[src/hw/rtl/rdc_pkg.sv]
// ----------------------------------------------------------------------------
// rdc_pkg
// Shared constants, types and helpers of the radix digit converter.
// ----------------------------------------------------------------------------
`default_nettype none

package rdc_pkg;

	localparam int VALUE_BITS = 31;
	localparam int MAX_DIGITS = 31;
	localparam int IN_BITS    = 32;
	localparam int RADIX_BITS = 5;
	localparam int DIGIT_BITS = 4;
	localparam int CHAR_BITS  = 7;
	localparam int ADDR_BITS  = $clog2(MAX_DIGITS);
	localparam int CNT_BITS   = $clog2(MAX_DIGITS + 1);
	localparam int STEP_BITS  = $clog2(VALUE_BITS);
	localparam int S_TDATA_BITS = 40;
	localparam int M_TDATA_BITS = 16;

	localparam logic [RADIX_BITS-1:0] RADIX_MIN = RADIX_BITS'(2);
	localparam logic [RADIX_BITS-1:0] RADIX_MAX = RADIX_BITS'(16);

	typedef enum logic [3:0] {
		ST_IDLE = 4'b0001,
		ST_DIV  = 4'b0010,
		ST_POP  = 4'b0100,
		ST_OUT  = 4'b1000
	} state_t;

	typedef struct packed {
		logic load;
		logic div_step;
		logic pop;
	} cmd_t;

	typedef struct packed {
		logic in_ok;
		logic div_last;
		logic quot_zero;
		logic last_pop;
	} sts_t;

	function automatic logic [CHAR_BITS-1:0] char_of(input logic [DIGIT_BITS-1:0] d);
		logic [CHAR_BITS-1:0] dx;
		dx = CHAR_BITS'(d);
		return (d < DIGIT_BITS'(10)) ? (CHAR_BITS'(48) + dx) : (CHAR_BITS'(55) + dx);
	endfunction

endpackage

`default_nettype wire

[src/hw/rtl/rdc_ctrl.sv]
// ----------------------------------------------------------------------------
// rdc_ctrl
// Sequencer: accept, divide digit by digit, pop and present each digit.
// ----------------------------------------------------------------------------
`default_nettype none

module rdc_ctrl import rdc_pkg::*; (
	input  wire  clk,
	input  wire  arst_n,
	input  wire  s_tvalid,
	output logic s_tready,
	output logic m_tvalid,
	input  wire  m_tready,
	output cmd_t cmd,
	input  sts_t sts
);

	state_t state_q, state_d;

	always_ff @(posedge clk or negedge arst_n) begin
		if (!arst_n) begin
			state_q <= ST_IDLE;
		end else begin
			state_q <= state_d;
		end
	end

	always_comb begin
		state_d  = state_q;
		cmd      = '0;
		s_tready = 1'b0;
		m_tvalid = 1'b0;
		unique case (state_q)
			ST_IDLE: begin
				s_tready = 1'b1;
				// drop items that give no digits
				if (s_tvalid && sts.in_ok) begin
					cmd.load = 1'b1;
					state_d  = ST_DIV;
				end
			end
			ST_DIV: begin
				cmd.div_step = 1'b1;
				if (sts.div_last && sts.quot_zero) begin
					state_d = ST_POP;
				end
			end
			ST_POP: begin
				cmd.pop = 1'b1;
				state_d = ST_OUT;
			end
			ST_OUT: begin
				m_tvalid = 1'b1;
				if (m_tready) begin
					state_d = sts.last_pop ? ST_IDLE : ST_POP;
				end
			end
			default: begin
				state_d = ST_IDLE;
			end
		endcase
	end

endmodule

`default_nettype wire

[src/hw/rtl/rdc_dp.sv]
// ----------------------------------------------------------------------------
// rdc_dp
// Bit-serial restoring divider, digit stack and output digit register.
// ----------------------------------------------------------------------------
`default_nettype none

module rdc_dp import rdc_pkg::*; (
	input  wire                    clk,
	input  wire                    arst_n,
	input  wire  [IN_BITS-1:0]     value,
	input  wire  [RADIX_BITS-1:0]  radix,
	input  cmd_t                   cmd,
	output sts_t                   sts,
	output logic [DIGIT_BITS-1:0]  digit_value,
	output logic                   last_digit
);

	logic [VALUE_BITS-1:0] quot_q, quot_next;
	logic [RADIX_BITS-1:0] radix_q;
	logic [DIGIT_BITS-1:0] rem_q, rem_next;
	logic [STEP_BITS-1:0]  step_q;
	logic [CNT_BITS-1:0]   cnt_q;
	logic [DIGIT_BITS-1:0] rd_q;
	logic                  last_q;
	logic [DIGIT_BITS-1:0] stack_mem [MAX_DIGITS];
	logic [RADIX_BITS-1:0] trial;
	logic                  ge;
	logic                  push;
	logic [ADDR_BITS-1:0]  wr_addr, rd_addr;

	// one quotient bit per cycle
	assign trial     = {rem_q, quot_q[VALUE_BITS-1]};
	assign ge        = (trial >= radix_q);
	assign rem_next  = ge ? DIGIT_BITS'(trial - radix_q) : trial[DIGIT_BITS-1:0];
	assign quot_next = {quot_q[VALUE_BITS-2:0], ge};

	assign sts.in_ok     = !value[IN_BITS-1] && (value != '0)
	                       && (radix >= RADIX_MIN) && (radix <= RADIX_MAX);
	assign sts.div_last  = (step_q == STEP_BITS'(VALUE_BITS - 1));
	assign sts.quot_zero = (quot_next == '0);
	assign sts.last_pop  = last_q;

	assign push    = cmd.div_step && sts.div_last && (cnt_q < CNT_BITS'(MAX_DIGITS));
	assign wr_addr = ADDR_BITS'(cnt_q);
	assign rd_addr = ADDR_BITS'(cnt_q - CNT_BITS'(1));

	always_ff @(posedge clk or negedge arst_n) begin
		if (!arst_n) begin
			quot_q <= '0;
			step_q <= '0;
			cnt_q  <= '0;
			last_q <= 1'b0;
		end else begin
			if (cmd.load) begin
				quot_q <= VALUE_BITS'(value);
				step_q <= '0;
				cnt_q  <= '0;
			end else if (cmd.div_step) begin
				quot_q <= quot_next;
				step_q <= sts.div_last ? '0 : step_q + STEP_BITS'(1);
				if (push) begin
					cnt_q <= cnt_q + CNT_BITS'(1);
				end
			end else if (cmd.pop) begin
				cnt_q  <= cnt_q - CNT_BITS'(1);
				last_q <= (cnt_q == CNT_BITS'(1));
			end
		end
	end

	always_ff @(posedge clk) begin
		if (cmd.load) begin
			radix_q <= radix;
			rem_q   <= '0;
		end else if (cmd.div_step) begin
			// clear the remainder once the digit is pushed
			rem_q <= sts.div_last ? '0 : rem_next;
		end
	end

	always_ff @(posedge clk) begin
		if (push) begin
			stack_mem[wr_addr] <= rem_next;
		end
		if (cmd.pop) begin
			rd_q <= stack_mem[rd_addr];
		end
	end

	assign digit_value = rd_q;
	assign last_digit  = last_q;

endmodule

`default_nettype wire

[src/hw/rtl/radix_digit_converter_unit.sv]
// Flow: the input beat is loaded, the divider runs one digit after another, then each digit
// is read from the stack and presented as an output beat, which waits until the sink is ready.
// Throughput: one item at a time; a new beat is taken only after the last digit has left.
// The bit-serial divider computes one quotient bit per cycle.
// Reset: arst_n asynchronous, active low; sequencer returns to idle, counters clear.
// ----------------------------------------------------------------------------
// radix_digit_converter_unit
// Converts a positive integer to its digits in radix 2..16, most significant
// digit first, each digit with its ASCII character and a last-digit flag.
// ----------------------------------------------------------------------------
`default_nettype none

module radix_digit_converter_unit import rdc_pkg::*; (
	input  wire                      clk,
	input  wire                      arst_n,
	// slave side: value [31:0], radix [36:32], unused [39:37]
	input  wire                      s_tvalid,
	output logic                     s_tready,
	input  wire  [S_TDATA_BITS-1:0]  s_tdata,
	// master side: digit_value [3:0], digit_char [10:4], zero [15:11]
	output logic                     m_tvalid,
	input  wire                      m_tready,
	output logic [M_TDATA_BITS-1:0]  m_tdata,
	// last_digit: final, least significant digit of the run
	output logic                     m_tlast
);

	cmd_t                  cmd;
	sts_t                  sts;
	logic [DIGIT_BITS-1:0] digit_value;
	logic [CHAR_BITS-1:0]  digit_char;

	// Sequencer: takes a beat only when idle; beats that give no digits
	// (zero or negative value, radix outside 2..16) are taken and dropped.
	rdc_ctrl u_ctrl (
		.clk      (clk),
		.arst_n   (arst_n),
		.s_tvalid (s_tvalid),
		.s_tready (s_tready),
		.m_tvalid (m_tvalid),
		.m_tready (m_tready),
		.cmd      (cmd),
		.sts      (sts)
	);

	// Datapath: divide by the radix one bit a cycle, push each remainder,
	// then pop into the output register, most significant digit first.
	rdc_dp u_dp (
		.clk         (clk),
		.arst_n      (arst_n),
		.value       (s_tdata[IN_BITS-1:0]),
		.radix       (s_tdata[IN_BITS+RADIX_BITS-1:IN_BITS]),
		.cmd         (cmd),
		.sts         (sts),
		.digit_value (digit_value),
		.last_digit  (m_tlast)
	);

	// ASCII: '0'..'9' then 'A'..'F'
	assign digit_char = char_of(digit_value);
	assign m_tdata    = M_TDATA_BITS'({digit_char, digit_value});

endmodule

`default_nettype wire

[config.mk]
export PLATFORM = sky130hd
export DESIGN_NAME = radix_digit_converter_unit
export DESIGN_NICKNAME = d
export VERILOG_FILES = /design/src/hw/rtl/rdc_pkg.sv /design/src/hw/rtl/rdc_ctrl.sv /design/src/hw/rtl/rdc_dp.sv /design/src/hw/rtl/radix_digit_converter_unit.sv
export SDC_FILE = /design/constraint.sdc
export NUM_CORES = 1
export LEC_CHECK = 0
export BUFFER_PORTS_ARGS = -buffer_cell sky130_fd_sc_hd__buf_2
export CAP_MARGIN = 30
export CORE_ASPECT_RATIO = 1.1
export CORE_MARGIN = 3
export CORE_UTILIZATION = 50
export DETAILED_ROUTE_END_ITERATION = 10
export HOLD_SLACK_MARGIN = 0.02
export PLACE_DENSITY = 0.68
export SYNTH_ARGS = -nofsm -noshare
export SYNTH_HDL_FRONTEND = slang
export SYNTH_SLANG_ARGS = --single-unit
[constraint.sdc]
create_clock -name clk -period 4.6 [get_ports clk]
set_input_delay 1.15 -clock clk [delete_from_list [all_inputs] [get_ports clk]]
set_output_delay 1.15 -clock clk [all_outputs]
set_load 0.005 [all_outputs]
Word level (Yosys, flattened, before mapping)
Memory sizes are Yosys's and may differ from the RTL's. A register that Yosys moved wholly into a read port is not among the register bits.
Index checks and enable logic that the tools add are counted.
{ "totals": {"input_bits": 44, "register_bits": 55, "mem_count": 1, "elab_cells": 71, "ram_bits": 124} }
{ "mem_list": {"columns": ["name", "depth", "width", "read_ports", "rd_clocked_by_memory_dff", "wr", "line", "source"], "rows": [
  ["u_dp.stack_mem", 31, 4, 1, 1, 1, "rdc_dp.sv:25", "logic [DIGIT_BITS-1:0] stack_mem [MAX_DIGITS];"]
]} }
{ "classes": {"muxes": 25, "n_reduce_logical": 15, "magnitude_cmp": 5, "bitwise": 2, "n_eq_ne": 10, "add_sub_neg": 6} }
{ "ops": {"columns": ["op", "count"], "rows": [
  ["31-bit 2-to-1 mux", 2],
  ["5-bit 2-to-1 mux", 7],
  ["32-bit nonzero test", 1],
  ["31-bit logical NOT", 1],
  ["4-bit 2-to-1 mux", 5],
  ["4-bit case mux with 4 select lines", 1],
  ["6-bit by 4-bit adder with 7-bit output (first input constant)", 2],
  ["5-bit by 1-bit adder with 5-bit output (second input constant)", 2],
  ["1-bit 2-to-1 mux", 8],
  ["1-bit logical AND", 7],
  ["7-bit 2-to-1 mux", 1],
  ["3-bit AND reduction", 2],
  ["5-bit by 1-bit equality test with 1-bit output (second input constant)", 1],
  ["5-bit equality test (second input constant)", 1],
  ["5-bit by 2-bit >= comparator with 1-bit output (second input constant)", 1],
  ["5-bit >= comparator", 1],
  ["5-bit <= comparator (second input constant)", 1],
  ["5-bit < comparator (second input constant)", 1],
  ["5-bit by 1-bit subtractor with 5-bit output (second input constant)", 1],
  ["4-bit by 1-bit equality test with 1-bit output (second input constant)", 1],
  ["4-bit by 2-bit equality test with 1-bit output (second input constant)", 1],
  ["4-bit by 3-bit equality test with 1-bit output (second input constant)", 1],
  ["4-bit equality test (second input constant)", 1],
  ["4-bit < comparator (second input constant)", 1],
  ["other kinds (10)", 12]
]} }

Longest topological paths before layout
{ "logic_depth": {"depth_word": 9, "ltp_mapped": 11, "ltp_nobuf": 7} }

Hierarchy
Synthesis repeated with hierarchy kept, for this count alone.
{ "unflattened": {"cells_unflattened": 590, "area_unflattened_um2": 8291.7} }
{ "by_module_without_submodules": {"columns": ["mod", "area_each_um2", "instances", "cells_per_inst"], "rows": [
  ["rdc_dp", 7930.1, 1, 548],
  ["rdc_ctrl", 226.5, 1, 22],
  ["radix_digit_converter_unit", 135.1, 1, 20]
]} }

Least setup slack after synthesis
No wires, ideal clock.
{ "synth_timing": {"path_kind": "reg-to-reg", "from": "reg u_dp.cnt_q[0]", "to": "reg u_dp.rd_q[0] (netlist: u_dp.digit_value[0]) (read register of u_dp.stack_mem) (data pin)", "t_arrival_ps": 2588, "stages_incl_launch_ff": 11, "path_slack_ps": 1748, "synth_period_minus_slack_ps": 2852, "path_buffers": 4, "t_required_ps": 4336, "path_cell_list": "dfrtp_1 -> buf_4 -> buf_4 -> buf_2 -> inv_1 -> ha_1 -> clkbuf_1 -> mux4_2 -> mux2_2 -> o22ai_1 -> a211oi_1"} }
{ "synth_between": {"elab_chain_cells": 1} }
{ "synth_rtl": {"columns": ["item", "line", "source"], "rows": [
  ["from (decl)", "rdc_dp.sv:22", "logic [CNT_BITS-1:0] cnt_q;"],
  ["from (signal assigned)", "rdc_dp.sv:62", "cnt_q <= cnt_q + CNT_BITS'(1);"],
  ["from (signal assigned)", "rdc_dp.sv:65", "cnt_q <= cnt_q - CNT_BITS'(1);"],
  ["5-bit by 1-bit subtractor with 5-bit output", "rdc_dp.sv:45", "assign rd_addr = ADDR_BITS'(cnt_q - CNT_BITS'(1));"],
  ["to (decl)", "rdc_dp.sv:23", "logic [DIGIT_BITS-1:0] rd_q;"]
]} }
No other way between the ends.
A chain may end at the register's enable or synchronous reset.

Final worst setup path
{ "layout_timing": {"from": "reg u_dp.cnt_q[1]", "to": "reg u_dp.rd_q[0] (netlist: u_dp.digit_value[0]) (read register of u_dp.stack_mem) (data pin)"} }
Same word-level chain as after synthesis.

==> results.json <==
{
  "multiInputGateArea_um2": 2680,
  "synth_top_family_by_area": "compound AO/OA/AOI/OAI gates",
  "slew_violations": 0,
  "synth_edf_count": 133,
  "placed_area_um2": 8570,
  "die_x_um": 127,
  "clock-skew-final_ps": 12.4,
  "grt_pass1_vias": 5204,
  "start_util": 0.514,
  "fillers": 1236,
  "viasPerCell": 5.97,
  "yosys.area_share.simple": 0.0748,
  "ys_warn_count": 0,
  "worstMarginPinSlew_ps": 792,
  "powerDensity_nw_per_um2": 425,
  "irDropWorstVdd_mv": 0.293,
  "worstPathMaxFanout": 23,
  "synth_most_common_cell": "edfxtp_1",
  "period_minus_slack_ps": 3040,
  "path_class": "register to register",
  "synth-seq-area-share": 0.644,
  "setup_ws_ps": 1560,
  "final_area_um2": 9240,
  "synth_cells": 554,
  "p_int_mw": 3.04,
  "max_slew_margin": 0.472,
  "clock_power_share": 0.400,
  "synthArstFlopShare": 0.251,
  "postCtsResizedCells": 0,
  "p_leak_nw": 3.56,
  "grt_pass1_wl_um": 26900,
  "fp.dieH_um": 140,
  "cap_viol_max_count": 0,
  "grt_max_degree": 44,
  "synthTopCellsByCount": "edfxtp_1, nor2_1, dfrtp_1",
  "synth_top_area_share": 0.492,
  "area_delta_synth_final_pct": 13.9,
  "outcome": "finished clean",
  "hold_end": "u_dp.quot_q[8]",
  "pwr-share-comb": 0.097,
  "diodes": 0,
  "cts_tree": "done",
  "num_rows": 48,
  "rrSetupSlack_ps": 1560,
  "ant_nets": 0,
  "fin_hold_ws_ps": 507,
  "synth.cell_area_um2": 8120,
  "timing.rr.end": "u_dp.digit_value[0]",
  "finalWirelength_um": 16300,
  "overflow": 0,
  "worstPathRequired_ps": 4770,
  "dp_slack_ps": 1350,
  "critPathLaunchType": "register",
  "syn_area_per_cell_um2": 14.6,
  "synth_top_flop_cell": "edfxtp_1",
  "cts_buffer_depth": 2,
  "synthMuxAreaShare": 0.105,
  "seqPwrFrac": 0.503,
  "vias": 4898,
  "cts_buffers": 17,
  "hold_viol": 0,
  "post_cts_buffers": 0,
  "cts-root-buf": "clkbuf_16",
  "cts.clk_slew.worst_paths_ps": 60,
  "clkSinkCount": 183,
  "post-place-cells": 788,
  "first_pass_iters": 5,
  "r2r-start": "u_dp.cnt_q[1]",
  "synth_compound_gate_area_share": 0.116,
  "gr-usage-all-layers": 0.195,
  "synth_area_leaders": "edfxtp_1, dfrtp_1, mux4_2",
  "setup_viol": 0,
  "ios": 63,
  "grt_antenna_before_repair": 0,
  "htreeDepth": 4,
  "drtIter0Drc": 418,
  "coreArea_um2": 15800,
  "gp_congestion": 0.811,
  "nets": 666,
  "hold_path_depth": 1,
  "fin_cells": 821,
  "drive_gt1_frac": 0.229,
  "netSwitchingFraction": 0.225,
  "place_hpwl_um": 11000,
  "ff_latch_area_um2": 5230,
  "dieArea_um2": 17800,
  "finalSetupTns_ps": 0,
  "final.period_utilization": 0.660,
  "min-delay-start": "u_dp.quot_q[8]",
  "arrival_ps": 3210,
  "yosys.area_share.adder": 0.0225,
  "cts_hold_buffers": 0,
  "post_drt_wl_per_cell_um": 19.9,
  "max_freq_mhz": 329,
  "synth_seq_cells": 183,
  "post-synth-top-area-cell": "edfxtp_1",
  "reg2reg_depth": 7,
  "power.switching_mw": 0.884,
  "grt_setup_unrepaired": "false",
  "port_buffers": 54,
  "ys_types": 52,
  "drcViolationCount": 0,
  "holdCritPathClass": "register to register",
  "cp-end-kind": "register",
  "synth_xor_area_frac": 0.00755,
  "clock_latency_ps": 430
}
-- how the worst max path moves through the flow --
stage	from	to	slack [ps]	cells past startpoint
floorplan	u_dp.cnt_q[0]	u_dp.digit_value[0]	1750	10
global placement	s_tdata[35]	u_dp.quot_q[30]	1380	8
detailed placement	s_tdata[1]	u_dp.quot_q[23]	1350	8
finish	u_dp.cnt_q[1]	u_dp.digit_value[0]	1560	7
global route	u_dp.cnt_q[1]	u_dp.digit_value[0]	1330	7
CTS	u_dp.cnt_q[1]	u_dp.digit_value[0]	1540	7
-- worst max-delay path, cell delays in order (launching register included) --
cell and delay [ps]:
dfrtp_1 520, inv_1 130, ha_1 820, buf_4 420, mux4_2 350, nor2b_1 160, a211oi_1 290, a211oi_1 80
-- power groups by stage --
stage | Clock [mW] | Combinational, mW | Sequential, mW
finish | 1.57 | 0.382 | 1.98
floorplan | 0 | 0.258 | 1.98
global placement | 0 | 0.349 | 2.00
CTS | 1.60 | 0.371 | 1.98
detailed placement | 0 | 0.370 | 2.01
global route | 1.67 | 0.427 | 1.99
-- registers in the layout (all words and copies together), names as in the netlist --
name              cells
u_dp.last_digit       1
u_dp.cnt_q            5
u_ctrl.state_q        4
u_dp.step_q           5
u_dp.quot_q          31
u_dp.digit_value      4
u_dp.radix_q          5
u_dp.rem_q            4
u_dp.stack_mem      124
-- logic make-up after synthesis --
kind of cell / count (synthesis)
flip-flops: 183
AND/OR/NAND/NOR: 125
AO/OA/AOI/OAI: 124
buffers and inverters: 51
multiplexers: 49
adder cells (fa/ha/maj): 14
XOR/XNOR: 7
other: 1
-- final cells by class --
class | instances | area share
Clock buffer | 19 | 0.0479
Clock inverter | 13 | 0.0219
Multi-Input combinational cell | 324 | 0.290
Timing Repair Buffer | 62 | 0.0393
Sequential cell | 183 | 0.566
Tap cell | 200 | 0.0271
Inverter | 20 | 0.00812
-- layer usage --
layer,vias to the layer above,share of wire,GRT usage
met3,24,0.054,0.0480
met2,155,0.51,0.314
met5,-,0,0
li1,2270,-,-
met1,2449,0.41,0.259
met4,0,0.022,0.0689
-- metrics by stage --
| stage | total power, mW | util |
|---|---|---|
| global route | 4.09 | 0.585 |
| finish | 3.93 | 0.585 |
| floorplan | 2.24 | - |
| global placement | 2.35 | 0.541 |
| detailed placement | 2.38 | 0.542 |
| CTS | 3.94 | 0.583 |
-- cells in the final DEF (no fill, tap or decap), drive strengths merged, types with 3 or more instances in the layout --
cell type / instances
nor4: 15
edfxtp: 133
nand2: 22
o21ai: 12
dfrtp: 45
xnor2: 5
a32o: 3
mux2: 11
conb: 5
dfxtp: 4
nand2b: 3
clkbuf: 19
inv: 20
a21oi: 13
mux2i: 10
nor2b: 9
a22o: 32
ha: 13
clkinv: 6
nor3: 3
mux4: 28
bufinv: 5
o22ai: 7
a21o: 32
nand3: 6
a211oi: 12
nand4: 7
buf: 62
nor2: 52
Note: power is estimated with default switching activity, not from simulation.
